===== src/rtl/ass_uue_pkg.sv =====
package ass_uue_pkg;

  // Characters per output line before a newline is owed.
  localparam int LineChars = 80;
  // Line counter width: holds 0..LineChars.
  localparam int LcW = $clog2(LineChars + 1);

  localparam int CharW   = 7;
  localparam int SixW    = 6;
  localparam int MaxRes  = 3;
  localparam int CntW    = 2;

  localparam logic [CharW-1:0] CharOfs     = 7'd33;
  localparam logic [CharW-1:0] CharNewline = 7'd10;

  // Position of the next byte within its three-byte group.
  typedef enum logic [1:0] {
    PH_FIRST  = 2'd0,
    PH_SECOND = 2'd1,
    PH_THIRD  = 2'd2
  } phase_e;

  // One output character with its end-of-data flag.
  typedef struct packed {
    logic [CharW-1:0] ch;
    logic             send;
  } beat_t;

  // All characters caused by one input byte; slot 0 goes out first.
  typedef struct packed {
    beat_t [MaxRes-1:0] beats;
    logic  [CntW-1:0]   cnt;
  } res_t;

endpackage


===== src/rtl/ass_uuencode_stream.sv =====
// Streaming six-bit text encoder for embedded font data.
// Input channel (s_axis): one data byte per beat in tdata[7:0]; tlast marks
// the last byte of the data. The byte after a tlast beat starts a new stream.
// Output channel (m_axis): one character per beat in tdata[6:0] (33..96, or
// 10 for a newline); tlast marks the last character caused by an input byte,
// tuser marks the last character of the whole encoded data.
// Configuration: cfg_we_i writes cfg_wdata_i into the line-break enable
// (reset 1); write it only while the block is idle.
// The first character of a byte reaches m_axis through the input register and
// then the result buffer.
// Throughput: one character per cycle while m_axis_tready is high; a byte
// produces one to three characters. The single output port of the result
// buffer sets this rate.
// The block takes a new byte while the previous byte's characters are still
// waiting: the input register holds it until the result buffer drains.
// Stall: when m_axis_tready is low the current character holds, the input
// register fills and then s_axis_tready drops; nothing is lost.
// Reset: group phase, carry, line count and owed newline clear, buffers empty.
module ass_uuencode_stream (
  input  logic       clk_i,
  input  logic       rst_ni,
  input  logic       cfg_we_i,
  input  logic       cfg_wdata_i,
  input  logic       s_axis_tvalid,
  output logic       s_axis_tready,
  input  logic [7:0] s_axis_tdata,   // [7:0] data_byte
  input  logic       s_axis_tlast,
  output logic       m_axis_tvalid,
  input  logic       m_axis_tready,
  output logic [7:0] m_axis_tdata,   // [6:0] out_char, [7] zero
  output logic       m_axis_tlast,
  output logic       m_axis_tuser    // [0] stream_end
);
  import ass_uue_pkg::*;

  logic       line_breaks_q;
  logic       in_valid_q;
  logic [7:0] in_byte_q;
  logic       in_final_q;
  logic       buf_free;
  logic       load;
  logic       accept;
  res_t       res;

  // Move the held byte into the result buffer once the buffer frees up.
  assign load          = in_valid_q && buf_free;
  assign s_axis_tready = !in_valid_q || load;
  assign accept        = s_axis_tvalid && s_axis_tready;

  always_ff @(posedge clk_i or negedge rst_ni) begin
    if (!rst_ni) begin
      line_breaks_q <= 1'b1;
    end else if (cfg_we_i) begin
      line_breaks_q <= cfg_wdata_i;
    end
  end

  always_ff @(posedge clk_i or negedge rst_ni) begin
    if (!rst_ni) begin
      in_valid_q <= 1'b0;
    end else if (accept) begin
      in_valid_q <= 1'b1;
    end else if (load) begin
      in_valid_q <= 1'b0;
    end
  end

  always_ff @(posedge clk_i) begin
    if (accept) begin
      in_byte_q  <= s_axis_tdata;
      in_final_q <= s_axis_tlast;
    end
  end

  ass_uue_enc u_enc (
    .clk_i         (clk_i),
    .rst_ni        (rst_ni),
    .load_i        (load),
    .byte_i        (in_byte_q),
    .final_i       (in_final_q),
    .line_breaks_i (line_breaks_q),
    .res_o         (res)
  );

  ass_uue_ser u_ser (
    .clk_i         (clk_i),
    .rst_ni        (rst_ni),
    .load_i        (load),
    .res_i         (res),
    .free_o        (buf_free),
    .m_axis_tvalid (m_axis_tvalid),
    .m_axis_tready (m_axis_tready),
    .m_axis_tdata  (m_axis_tdata),
    .m_axis_tlast  (m_axis_tlast),
    .m_axis_tuser  (m_axis_tuser)
  );

  a_end_is_last: assert property (@(posedge clk_i) disable iff (!rst_ni)
    m_axis_tvalid && m_axis_tuser |-> m_axis_tlast)
    else $error("end of data not on last beat of its byte");

  a_newline_inner: assert property (@(posedge clk_i) disable iff (!rst_ni)
    m_axis_tvalid && m_axis_tdata[6:0] == CharNewline |-> !m_axis_tlast && !m_axis_tuser)
    else $error("newline closed a byte's output");

  a_hold_byte: assert property (@(posedge clk_i) disable iff (!rst_ni)
    in_valid_q && !load |=> in_valid_q && $stable(in_byte_q))
    else $error("held input byte lost");

endmodule


===== src/rtl/ass_uue_enc.sv =====
module ass_uue_enc (
  input  logic                 clk_i,
  input  logic                 rst_ni,
  input  logic                 load_i,
  input  logic [7:0]           byte_i,
  input  logic                 final_i,
  input  logic                 line_breaks_i,
  output ass_uue_pkg::res_t    res_o
);
  import ass_uue_pkg::*;

  typedef struct packed {
    logic [LcW-1:0] lc;
    logic           np;
  } line_t;

  phase_e         phase_q, phase_d;
  logic [3:0]     carry_q, carry_d;
  logic [LcW-1:0] lc_q, lc_d;
  logic           np_q, np_d;

  // When line breaks are on, count one character and raise the newline flag at a full line.
  function automatic line_t count_char(line_t cur, logic on);
    line_t          nxt;
    logic [LcW-1:0] inc;
    nxt = cur;
    inc = cur.lc + LcW'(1);
    if (on) begin
      if (inc >= LcW'(LineChars)) begin
        nxt.lc = '0;
        nxt.np = 1'b1;
      end else begin
        nxt.lc = inc;
      end
    end
    return nxt;
  endfunction

  function automatic beat_t enc_char(logic [SixW-1:0] six, logic send);
    beat_t b;
    b.ch   = CharW'(six) + CharOfs;
    b.send = send;
    return b;
  endfunction

  always_comb begin
    line_t ln;
    res_t  r;
    ln       = '{lc: lc_q, np: np_q};
    r        = '0;
    phase_d  = phase_q;
    carry_d  = carry_q;
    unique case (phase_q)
      PH_SECOND: begin
        r.beats[0] = enc_char({carry_q[1:0], byte_i[7:4]}, 1'b0);
        ln         = count_char(ln, line_breaks_i);
        if (final_i) begin
          r.beats[1] = enc_char({byte_i[3:0], 2'b00}, 1'b1);
          r.cnt      = CntW'(2);
        end else begin
          r.cnt      = CntW'(1);
          carry_d    = byte_i[3:0];
          phase_d    = PH_THIRD;
        end
      end
      PH_THIRD: begin
        r.beats[0] = enc_char({carry_q, byte_i[7:6]}, 1'b0);
        ln         = count_char(ln, line_breaks_i);
        r.beats[1] = enc_char(byte_i[5:0], final_i);
        ln         = count_char(ln, line_breaks_i);
        r.cnt      = CntW'(2);
        carry_d    = '0;
        phase_d    = PH_FIRST;
      end
      default: begin
        // Group start; the unused phase code behaves the same way.
        if (np_q) begin
          ln.np      = 1'b0;
          r.beats[0] = '{ch: CharNewline, send: 1'b0};
          r.beats[1] = enc_char(byte_i[7:2], 1'b0);
          ln         = count_char(ln, line_breaks_i);
          if (final_i) begin
            r.beats[2] = enc_char({byte_i[1:0], 4'b0000}, 1'b1);
            r.cnt      = CntW'(3);
          end else begin
            r.cnt      = CntW'(2);
          end
        end else begin
          r.beats[0] = enc_char(byte_i[7:2], 1'b0);
          ln         = count_char(ln, line_breaks_i);
          if (final_i) begin
            r.beats[1] = enc_char({byte_i[1:0], 4'b0000}, 1'b1);
            r.cnt      = CntW'(2);
          end else begin
            r.cnt      = CntW'(1);
          end
        end
        carry_d = {2'b00, byte_i[1:0]};
        phase_d = PH_SECOND;
      end
    endcase
    lc_d = ln.lc;
    np_d = ln.np;
    // End of data: drop any owed newline and restart the stream.
    if (final_i) begin
      phase_d = PH_FIRST;
      carry_d = '0;
      lc_d    = '0;
      np_d    = 1'b0;
    end
    res_o = r;
  end

  always_ff @(posedge clk_i or negedge rst_ni) begin
    if (!rst_ni) begin
      phase_q <= PH_FIRST;
      carry_q <= '0;
      lc_q    <= '0;
      np_q    <= 1'b0;
    end else if (load_i) begin
      phase_q <= phase_d;
      carry_q <= carry_d;
      lc_q    <= lc_d;
      np_q    <= np_d;
    end
  end

  a_lc_range: assert property (@(posedge clk_i) disable iff (!rst_ni)
    lc_q < LcW'(LineChars))
    else $error("line count reached a full line without wrapping");

  a_final_clears: assert property (@(posedge clk_i) disable iff (!rst_ni)
    load_i && final_i |=> lc_q == '0 && !np_q && phase_q == PH_FIRST)
    else $error("state not cleared after last byte");

  a_newline_only_at_start: assert property (@(posedge clk_i) disable iff (!rst_ni)
    np_q && load_i && phase_q == PH_FIRST |-> res_o.beats[0].ch == CharNewline)
    else $error("owed newline not emitted at group start");

endmodule


===== src/rtl/ass_uue_ser.sv =====
module ass_uue_ser (
  input  logic                    clk_i,
  input  logic                    rst_ni,
  input  logic                    load_i,
  input  ass_uue_pkg::res_t       res_i,
  output logic                    free_o,
  output logic                    m_axis_tvalid,
  input  logic                    m_axis_tready,
  output logic [7:0]              m_axis_tdata,
  output logic                    m_axis_tlast,
  output logic                    m_axis_tuser
);
  import ass_uue_pkg::*;

  beat_t [MaxRes-1:0] beats_q;
  logic  [CntW-1:0]   cnt_q;
  logic               take;

  assign m_axis_tvalid = (cnt_q != '0);
  assign take          = m_axis_tvalid && m_axis_tready;
  assign free_o        = (cnt_q == '0) || (take && cnt_q == CntW'(1));

  assign m_axis_tdata  = {1'b0, beats_q[0].ch};
  assign m_axis_tlast  = (cnt_q == CntW'(1));
  assign m_axis_tuser  = beats_q[0].send;

  always_ff @(posedge clk_i or negedge rst_ni) begin
    if (!rst_ni) begin
      cnt_q <= '0;
    end else if (load_i) begin
      cnt_q <= res_i.cnt;
    end else if (take) begin
      cnt_q <= cnt_q - CntW'(1);
    end
  end

  // Shift the queue down one slot per delivered beat.
  always_ff @(posedge clk_i) begin
    if (load_i) begin
      beats_q <= res_i.beats;
    end else if (take) begin
      beats_q <= {beat_t'('0), beats_q[MaxRes-1:1]};
    end
  end

  a_load_when_free: assert property (@(posedge clk_i) disable iff (!rst_ni)
    load_i |-> free_o && res_i.cnt != '0)
    else $error("result buffer overwritten");

  a_cnt_range: assert property (@(posedge clk_i) disable iff (!rst_ni)
    cnt_q <= CntW'(MaxRes))
    else $error("result count out of range");

  a_drain: assert property (@(posedge clk_i) disable iff (!rst_ni)
    take && !load_i |=> cnt_q == $past(cnt_q) - CntW'(1))
    else $error("beat count did not advance");

endmodule

===== config.mk =====
export PLATFORM = sky130hd
export DESIGN_NAME = ass_uuencode_stream
export DESIGN_NICKNAME = d
export VERILOG_FILES = /design/src/rtl/ass_uue_pkg.sv /design/src/rtl/ass_uuencode_stream.sv /design/src/rtl/ass_uue_enc.sv /design/src/rtl/ass_uue_ser.sv
export SDC_FILE = /design/constraint.sdc
export NUM_CORES = 1
export LEC_CHECK = 0
export ABC_AREA = 1
export BUFFER_PORTS_ARGS = -buffer_cell sky130_fd_sc_hd__buf_2
export CELL_PAD_IN_SITES_DETAIL_PLACEMENT = 2
export CELL_PAD_IN_SITES_GLOBAL_PLACEMENT = 2
export CORE_MARGIN = 2
export CORE_UTILIZATION = 30
export DETAILED_ROUTE_END_ITERATION = 6
export PLACE_DENSITY = 0.67
export RECOVER_POWER = 50
export SLEW_MARGIN = 20
export SYNTH_ARGS = -nofsm -noshare
export SYNTH_HDL_FRONTEND = slang
export SYNTH_HIERARCHICAL = 1
export SYNTH_SLANG_ARGS = --single-unit
export TNS_END_PERCENT = 10

===== constraint.sdc =====
create_clock -name clk_i -period 4.4 [get_ports clk_i]
set_input_delay 0.22 -clock clk_i [delete_from_list [all_inputs] [get_ports clk_i]]
set_output_delay 0.22 -clock clk_i [all_outputs]
set_load 0.01 [all_outputs]

; Yosys cells after proc, flatten, opt, wreduce, memory -nomap -nowiden
; Cells that the tools add are included.
; W data, S select, Z words.
[op_classes]
addsub = 9
order_cmp = 2
eq_ne = 3
muxes = 30
n_reduce_logical = 14
[op_table]
columns = operator, n
row1 = $mux W8, 8
row2 = $mux W24, 2
row3 = $add A6 B6 Y7 const B, 6
row4 = $pmux W18 S2, 1
row5 = $mux W7, 3
row6 = $mux W18, 1
row7 = $pmux W8 S2, 1
row8 = $add A7 B1 Y7 const B, 2
row9 = $ge A7 B7 Y1 const B, 2
row10 = $mux W2, 4
row11 = $pmux W4 S2, 1
row12 = $mux W1, 7
row13 = $reduce_bool A2 Y1, 3
row14 = $eq A2 B1 Y1 const B, 2
row15 = $logic_and A1 B1 Y1, 4
row16 = $mux W4, 1
row17 = $pmux W2 S2, 1
row18 = $reduce_bool A4 Y1, 1
row19 = $eq A2 B2 Y1 const B, 1
row20 = $logic_not A2 Y1, 1
row21 = $logic_or A1 B1 Y1, 2
row22 = $reduce_and A2 Y1, 1
row23 = $reduce_or A2 Y1, 1
row24 = $sub A2 B1 Y2 const B, 1
row25 = $logic_not A1 Y1, 1
[word_totals]
regBits = 51
inputBits = 15
elab_cells = 73

; Depth between registers and ports, before layout
; Gate-level depths: netlist (run 1).
[logic_depth]
ltp_word = 11
mapped_depth = 22

; Cells and area by module
; The synthesis (run 1) kept the hierarchy.
[by_module_without_submodules]
columns = mod, n_inst, cells_per_inst, area_per_inst_um2
row1 = ass_uue_enc, 1, 339, 2005.7
row2 = ass_uue_ser, 1, 123, 1213.7
row3 = ass_uuencode_stream, 1, 21, 361.6

; Least setup slack after synthesis (run 1)
; OpenSTA, ideal clock, no wires.
[synth_timing]
kind = register to register
startpoint = reg u_enc.lc_q[0]
endpoint = reg u_enc.np_q
arrival_time_ps = 2093
slack_ps = 2183
path_stages_with_launch = 21
path_buffers = 0
path_cell_list = dfrtp_1 ha_1 nand3_1 nand2_1 nand2_1 nand3_2 nand2_4 nand2_1 nand2_2 ha_1 nand2_4 nor2_4 nand2_1 nand2_1 nand2_2 nand2_2 nor2_2 nand2_1 nand2_1 nand2_1 o21ai_1
[synth_via]
elab_chain_cells = 11
[synth_rtl]
columns = item, line_no
row1 = "start, declared", ass_uue_enc.sv:19  ; logic [LcW-1:0] lc_q, lc_d;
row2 = "start signal, assigned", ass_uue_enc.sv:123  ; lc_q <= lc_d;
row3 = $add A7 B1 Y7, ass_uue_enc.sv:27  ; inc = cur.lc + LcW'(1);
row4 = $ge A7 B7 Y1, ass_uue_enc.sv:29  ; if (inc >= LcW'(LineChars)) begin
row5 = $mux W7, ass_uue_enc.sv:29
row6 = $mux W8, ass_uue_enc.sv:28  ; if (on) begin
row7 = $mux W8, ass_uue_enc.sv:53  ; unique case (phase_q)
row8 = $add A7 B1 Y7, ass_uue_enc.sv:27
row9 = $ge A7 B7 Y1, ass_uue_enc.sv:29
row10 = $mux W1, ass_uue_enc.sv:29
row11 = $mux W8, ass_uue_enc.sv:28
row12 = $pmux W8 S2 (*), ass_uue_enc.sv:53
row13 = $mux W1 (*), ass_uue_enc.sv:105  ; if (final_i) begin
row14 = "end signal, assigned", ass_uue_enc.sv:124  ; np_q <= np_d;
row15 = "end, declared", ass_uue_enc.sv:20  ; logic np_q, np_d;
; Mark *: on every way between the ends. The rest lies on a longest branch, timed or not. The select of a mux whose other input is x is not followed.
; A chain may end at the register's enable or synchronous reset.

; Worst setup path in the final report (run 1)
[layout_timing]
startpoint = reg u_enc.phase_q[0]
endpoint = reg u_enc.lc_q[6]
[layout_via]
elab_chain_cells = 3
[layout_rtl]
columns = item, line_no
row1 = "start, declared", ass_uue_enc.sv:17  ; phase_e phase_q, phase_d;
row2 = "start signal, assigned", ass_uue_enc.sv:121  ; phase_q <= phase_d;
row3 = $eq A2 B2 Y1 / $eq A2 B1 Y1 (equally long branches), ass_uue_enc.sv:53
row4 = $pmux W8 S2 / $reduce_bool A4 Y1 (equally long branches), -
row5 = $mux W7 / $reduce_and A2 Y1 (equally long branches), -
; Parallel ways exist; a longest one is shown, timed or not.

==> results of run 1 <==
==> cells in the mapped netlist, types with 2 or more instances <==
cell type | number | share of area
sky130_fd_sc_hd__nand3_1 | 16 | 0.022
sky130_fd_sc_hd__buf_4 | 16 | 0.034
sky130_fd_sc_hd__buf_6 | 3 | 0.0094
sky130_fd_sc_hd__nor3_1 | 2 | 0.0028
sky130_fd_sc_hd__conb_1 | 2 | 0.0021
sky130_fd_sc_hd__o221ai_1 | 3 | 0.0073
sky130_fd_sc_hd__nand2_4 | 5 | 0.016
sky130_fd_sc_hd__ha_1 | 13 | 0.045
sky130_fd_sc_hd__buf_2 | 2 | 0.0028
sky130_fd_sc_hd__o21ai_0 | 29 | 0.041
sky130_fd_sc_hd__nor2_2 | 3 | 0.0052
sky130_fd_sc_hd__nand4_1 | 2 | 0.0035
sky130_fd_sc_hd__nand2_1 | 170 | 0.18
sky130_fd_sc_hd__o21ai_1 | 4 | 0.0056
sky130_fd_sc_hd__dfrtp_1 | 17 | 0.12
sky130_fd_sc_hd__inv_2 | 3 | 0.0031
sky130_fd_sc_hd__clkbuf_1 | 5 | 0.0052
sky130_fd_sc_hd__nand2_2 | 9 | 0.016
sky130_fd_sc_hd__o21bai_2 | 2 | 0.0063
sky130_fd_sc_hd__nor2_1 | 27 | 0.028
sky130_fd_sc_hd__edfxtp_1 | 33 | 0.28
sky130_fd_sc_hd__inv_1 | 60 | 0.063
sky130_fd_sc_hd__xor2_1 | 6 | 0.015
sky130_fd_sc_hd__a21oi_1 | 24 | 0.034
sky130_fd_sc_hd__nand3_2 | 4 | 0.011
sky130_fd_sc_hd__o22ai_1 | 8 | 0.014
==> logic make-up after synthesis <==
family / after synthesis / share of synthesized area
other: 2 / 0.00210
adders and majority gates: 13 / 0.0454
and+or+nand+nor: 243 / 0.294
buffers and inverters: 91 / 0.119
xor gates and xnor gates: 6 / 0.0147
AOI/OAI and AO/OA: 77 / 0.122
DFF: 51 / 0.403
==> area by class of cell <==
type | instances | area, um2
clock inverters | 2 | 37.5
repair buffers | 30 | 143
fillers | 1405 | 7620
flip-flops and latches | 51 | 1440
inverters | 64 | 240
multi-input cells | 344 | 1730
clock buffers | 6 | 129
well taps | 143 | 179
==> registers in the layout, summed over array words and instances, names as in the netlist, 2 cells and up <==
signal and cells:
u_enc/lc_q 7, in_byte_q 8, u_ser/beats_q 16, u_enc/phase_q 2
u_enc/carry_q 4, u_ser/cnt_q 2, u_ser/m_axis_tdata 7
==> critical path: stages, from the launching register on <==
cell and delay (ns):
sky130_fd_sc_hd__dfrtp_1 0.39, sky130_fd_sc_hd__inv_1 0.08, sky130_fd_sc_hd__ha_1 0.34, sky130_fd_sc_hd__clkbuf_1 0.81
sky130_fd_sc_hd__a21oi_1 0.23, sky130_fd_sc_hd__a21oi_1 0.60, sky130_fd_sc_hd__or2_2 0.35, sky130_fd_sc_hd__a21oi_1 0.06
sky130_fd_sc_hd__nand2_1 0.16, sky130_fd_sc_hd__nand2_1 0.06
==> final timing paths <==
kind	start	endpoint	slack (ns)
worst min-delay path	cfg_we_i	line_breaks_q	0.09
max in group asynchronous	rst_ni	u_enc/carry_q[3]	3.04
worst max register to register	u_enc/phase_q[0]	u_enc/lc_q[6]	1.22
worst max-delay path	u_enc/phase_q[0]	u_enc/lc_q[6]	1.22
min in group asynchronous	rst_ni	u_enc/lc_q[4]	0.68
worst min register to register	u_ser/beats_q[18]	u_ser/beats_q[10]	0.52
==> stage by stage <==
| stage | power, mW | std cells |
|---|---|---|
| 6_report | 2.93 | 640 |
| 3_3_place_gp | 2.45 | 631 |
| 4_1_cts | 3.00 | 640 |
| 3_5_place_dp | 2.53 | 631 |
| 2_1_floorplan | 2.05 | 486 |
| 5_1_grt | 3.22 | 640 |
==> layer usage <==
metal | up-vias | global-route usage | share of wire
met1 | 1557 | 0.238 | 0.44
met3 | 16 | 0.0279 | 0.019
met2 | 35 | 0.351 | 0.51
met4 | 0 | 0.0561 | 0.025
li1 | 1552 | - | -
met5 | - | 0 | 0
==> power by group <==
part / switching [mW] / internal [mW]
combinational: 1.10 / 0.426
clock: 0.183 / 0.269
sequential: 0.151 / 0.797
total: 1.44 / 1.49
==> flow_summary.ini, run 1 <==
[status]
run_status = completed

[setup_path]
r2r_depth = 9
cp.arrival_ns = 3.36
critPathKind = register to register
critPathRequiredTime_ns = 4.58
setup.worst_path.start_class = register
crit_fanout = 21
crit_path_end_kind = register

[yosys]
postSynthCellCount = 483
yosysWarningCount = 6
synth_sequential_area_ratio = 0.403
flop_and_latch_count_out_of_synthesis = 51
synthesis.area_um2 = 3580
async_reset_ff_frac = 0.353
avgSynthCellArea_um2 = 7.41
post_synth_num_cell_types = 41
synth_edf_count = 33
synthFlopType = sky130_fd_sc_hd__edfxtp_1

[cells_and_area]
post-route-util = 0.338
finalNetCount = 524
layout-drive-gt1-share = 0.103
fin_area_um2 = 3900
antenna-diode-count = 0
layout.cells.most_common_list = sky130_fd_sc_hd__nand2_1, sky130_fd_sc_hd__inv_1, sky130_fd_sc_hd__edfxtp_1
layout.cells.most_common = sky130_fd_sc_hd__nand2_1
flow.area_growth_from_synthesis_pct = 8.81

[sta]
layout_setup_ws_ns = 1.22
worstMarginPinSlew_ns = 1.15
final.hold.worst_slack_ns = 0.0940
grt_setup_unrepaired = false
fin_tns_setup_ns = 0
final_hold_viol_count = 0
achievable-frequency_ghz = 0.314
finClkSkew_ns = 0.00374
layout_worst_path_cycle_share = 0.724
final_period_demand_of_the_worst_path_ns = 3.18
finalMaxSlewViolations = 0
max-slew-margin-rel = 0.232
finalSetupViolCount = 0

[global_routing]
grt_remaining_overflow = 0
via_count_of_the_first_global_routing_pass = 3567
grt_pass1_wl_um = 19100
antenna_violations_before_repair = 0
pin_count_of_the_biggest_net_entering_global_routing = 35
grt_util_all_layers = 0.193

[floorplan]
floorplan.io_pins = 27
floorplan.initialDensity = 0.311
die_area_um2 = 12800
die_h_um = 113
core.rowCount = 39
core_area_um2 = 11500
die_w_um = 113

[cts]
clk-insertion-delay-late_ns = 0.29
cts_tree = done
cts_hold_buf = 1
cts_inserted_buffers = 5
post-cts-setup-buffers = 0
cts_htree_levels = 2
clockRootBuffer = sky130_fd_sc_hd__clkbuf_16
post_cts_resized = 0
clkTransAtPathRegs_ns = 0.07
clk_path_buf_depth = 2
tritoncts_num_sinks = 51

[worst_hold_path]
hold_path.class = input pin to register
holdPathStages = 2

[job]
max_cap_viol_count = 0

[drt]
routed_wirelength_um = 11600
first_pass_iters = 4
post_dr_vias_cell = 4.94
first_iter_violations = 150
route.antenna.remaining_nets = 0
drc = 0
routed-via-count = 3160
routed_wire_length_per_instance_um = 18.1

[placement]
postPlaceCellArea_um2 = 3740
detailedPlacementHpwl_um = 8950
dp_worst_setup_slack_ns = 1.59
gp_routability_congestion = 0.822
portBuffers = 25

[pwr]
worst_ir_drop_vdd_v = 0.000328
powerDensity_nw_per_um2 = 752
p_leak_nw = 1.90
No activity file was read; power rests on OpenSTA's default activity.
==> run 2: changes to the inputs <==
--- a/config.mk
+++ b/config.mk
@@ -5,14 +5,14 @@
 export SDC_FILE = /design/constraint.sdc
 export NUM_CORES = 1
 export LEC_CHECK = 0
-export ABC_AREA = 1
+export ABC_AREA = 0
 export BUFFER_PORTS_ARGS = -buffer_cell sky130_fd_sc_hd__buf_2
 export CELL_PAD_IN_SITES_DETAIL_PLACEMENT = 2
 export CELL_PAD_IN_SITES_GLOBAL_PLACEMENT = 2
 export CORE_MARGIN = 2
 export CORE_UTILIZATION = 30
 export DETAILED_ROUTE_END_ITERATION = 6
-export PLACE_DENSITY = 0.67
+export PLACE_DENSITY = 0.62
 export RECOVER_POWER = 50
 export SLEW_MARGIN = 20
 export SYNTH_ARGS = -nofsm -noshare
==> constraint.sdc (replaced) <==
create_clock -name clk_i -period 3.32 [get_ports clk_i]
set_input_delay 0.166 -clock clk_i [delete_from_list [all_inputs] [get_ports clk_i]]
set_output_delay 0.166 -clock clk_i [all_outputs]
set_load 0.01 [all_outputs]
==> run 2 against run 1 <==
  * Sequential power is 27% higher
  * Highest routed layer unchanged
  * Global-route usage is 0.94 points lower
  * Combinational power is 24% higher
  * Core utilization is 0.41 points higher
  * Critical path type unchanged
  * Clock power is 36% higher
  * Clock skew is 0.0060 ns higher
  * Count of clock-buffer cells in the layout is 1 lower
  * Final cell count is 5.6% lower
==> flow_summary.ini, run 2 <==
[setup_path]
critPathKind = register to register
worstSetupStartpoint = u_enc/lc_q[0]
cpMostUsedCell = sky130_fd_sc_hd__ha_1
cp.arrival_ns = 3.33
regToRegStartpoint = u_enc/lc_q[0]
critPathRequiredTime_ns = 3.52
critical-path-slowest-cell = sky130_fd_sc_hd__dfrtp_1
cp_cell_sequence = ha_1 > buf_4 > a311o_1 > o211ai_2 > nand2_1 > nor2_1 > mux2_2 > ha_1 > inv_1 > a21o_1 > o21a_1 > or2_1 > a31o_1
crit_fanout = 6
critical_path_max_stage_delay_ns = 0.40
crit_path_end_kind = register
setup.worst_path.start_class = register

[global_routing]
pin_count_of_the_biggest_net_entering_global_routing = 47
grt_util_all_layers = 0.184
grt_pass1_wl_um = 20300
via_count_of_the_first_global_routing_pass = 3602
grt_remaining_overflow = 0
antenna_violations_before_repair = 0

[pwr]
seq_power_share = 0.324
worst_ir_drop_vdd_v = 0.000487
clkPwrFrac = 0.165
internal-power_mw = 2.09
netSwitchingFraction = 0.438
finalPower_mw = 3.72
total_net_switching_power_mw = 1.63
powerDensity_nw_per_um2 = 853
p_leak_nw = 1.61
combinational_cell_fraction_of_total_power = 0.512

[sta]
finalMaxSlewViolations = 0
final_period_demand_of_the_worst_path_ns = 3.13
worstMarginPinSlew_ns = 1.16
fin_tns_setup_ns = 0
layout_worst_path_cycle_share = 0.942
grt_setup_unrepaired = false
achievable-frequency_ghz = 0.320
max-slew-margin-rel = 0.226
finClkSkew_ns = 0.00978
final_hold_viol_count = 0
finalSetupViolCount = 0

[floorplan]
die_h_um = 119
die_area_um2 = 14100
core.rowCount = 41
floorplan.initialDensity = 0.310
core_area_um2 = 12700
floorplan.io_pins = 27
die_w_um = 119

[worst_hold_path]
hold_path.class = input pin to register
timing.hold.worst.start = s_axis_tlast

[cells_and_area]
layout_top_registers = u_ser/beats_q x16, in_byte_q x8
post-route-util = 0.342
layout.cells.most_common = sky130_fd_sc_hd__edfxtp_1
layout.cells.most_common_list = sky130_fd_sc_hd__edfxtp_1, sky130_fd_sc_hd__nand2_1, sky130_fd_sc_hd__o21ai_0
antenna-diode-count = 0
flow.area_growth_from_synthesis_pct = 10.5
largest-register = u_ser/beats_q
layout-drive-gt1-share = 0.164
finalNetCount = 459
largest_register_ffs = 16

[placement]
portBuffers = 25
detailedPlacementHpwl_um = 9580
gp_routability_congestion = 0.942

[yosys]
synth_edf_count = 33
synth_top_area_frac = 0.251
avgSynthCellArea_um2 = 9.39
post-synth-top-area-cell = sky130_fd_sc_hd__edfxtp_1
yosysWarningCount = 6
synth.most_common_cell = sky130_fd_sc_hd__edfxtp_1
async_reset_ff_frac = 0.353
yosys-top-cells-count = sky130_fd_sc_hd__edfxtp_1, sky130_fd_sc_hd__nand2_1, sky130_fd_sc_hd__o21ai_0
synthesis.area_um2 = 3940
synthFlopType = sky130_fd_sc_hd__edfxtp_1
flop_and_latch_count_out_of_synthesis = 51
synth_sequential_area_ratio = 0.366
netlist_top_cells_area = sky130_fd_sc_hd__edfxtp_1, sky130_fd_sc_hd__dfrtp_1, sky130_fd_sc_hd__mux2_2
postSynthCellCount = 420
post_synth_num_cell_types = 79

[cts]
cts_tree = done
clockRootBuffer = sky130_fd_sc_hd__clkbuf_16
cts_htree_levels = 2
clk-insertion-delay-late_ns = 0.30
clk_path_buf_depth = 2
clkTransAtPathRegs_ns = 0.08
post-cts-setup-buffers = 0
tritoncts_num_sinks = 51
cts_inserted_buffers = 5

[drt]
routed_wire_length_per_instance_um = 21.0
routed_wirelength_um = 12700
post_dr_vias_cell = 5.59
routed-via-count = 3375
drc = 0
route.antenna.remaining_nets = 0
first_iter_violations = 228
first_pass_iters = 4

[job]
max_cap_viol_count = 0

[status]
run_status = completed
run 2: changes by cell type in the layout (fill, tap and decap cells not counted), sizes merged, moves of 8 or more:
| cell | delta |
|---|---|
| and2 | +12 |
| nand3 | -8 |
| nand2 | -152 |
| inv | -46 |
| nor2 | -10 |
| buf | +15 |
| a21oi | -12 |
| nand2b | +11 |
| xnor2 | +8 |
| mux2 | +21 |
run 2: logic make-up after synthesis:
family	Yosys count	synth area share
buffers and inverters	59	0.0743
AOI/OAI and AO/OA	126	0.232
other	2	0.00190
and+or+nand+nor	130	0.183
xor gates and xnor gates	14	0.0311
muxes	25	0.0711
DFF	51	0.366
adders and majority gates	13	0.0413
run 2: power by group through the flow:
stage | logic [mW] | registers (mW) | clock network (mW)
after floorplan | 1.43 | 1.13 | 0
after global placement | 1.90 | 1.20 | 0
after detailed placement | 1.93 | 1.22 | 0
after CTS | 1.95 | 1.21 | 0.631
after global routing | 2.10 | 1.24 | 0.648
final | 1.90 | 1.20 | 0.613
run 2: metrics by stage:
stage	cells	setup WS, ns	hold WS [ns]	area (um2)
after floorplan	423	0.448	-0.130	3950
after global placement	595	0.398	0.158	4190
after global routing	604	0.0443	0.0279	4360
final	604	0.194	0.0321	4360
after detailed placement	595	0.245	0.156	4190
after CTS	604	0.227	0.0236	4370
run 2: path summary, 6_finish.rpt:
path / to / slack (ns) / cells after the start
max: u_enc/lc_q[1] / 0.19 / 13
min: in_final_q / 0.03 / 1
max reg2reg: u_enc/lc_q[1] / 0.19 / 13
min reg2reg: in_valid_q / 0.53 / 2
max in group asynchronous: u_enc/carry_q[0] / 2.01 / 2
min in group asynchronous: u_ser/cnt_q[0] / 0.60 / 2
run 2: metal layers:
metal	track usage	part of all wire	vias to the layer above
met3	0.0261	0.030	9
met2	0.300	0.48	51
met4	0.0446	0.010	0
met1	0.256	0.48	1737
li1	-	-	1578
met5	0	0	-
run 2: worst max-delay path: cells and delay by family, from the launching register on:
family	cells	cell delay [ns]
AO/OA/AOI/OAI	5	1.25
AND/OR/NAND/NOR	3	0.48
adder cells (fa/ha/maj)	2	0.45
flip-flops	1	0.40
buffers and inverters	2	0.28
multiplexers	1	0.16
run 2: cell type report:
cell class / count / area [um2]
clock buffer: 5 / 125
clock inverter: 3 / 46.3
fill: 1444 / 8370
inverter: 17 / 63.8
multi-input combinational: 313 / 2220
sequential: 51 / 1440
tap: 172 / 215
timing repair buffer: 43 / 248
run 2: repair_timing:
action,in CTS,in global routing
endpoints found under the setup margin,0,1
endpoints found under the hold margin,17,0
gates resized for setup,0,1
hold buffers,1,0
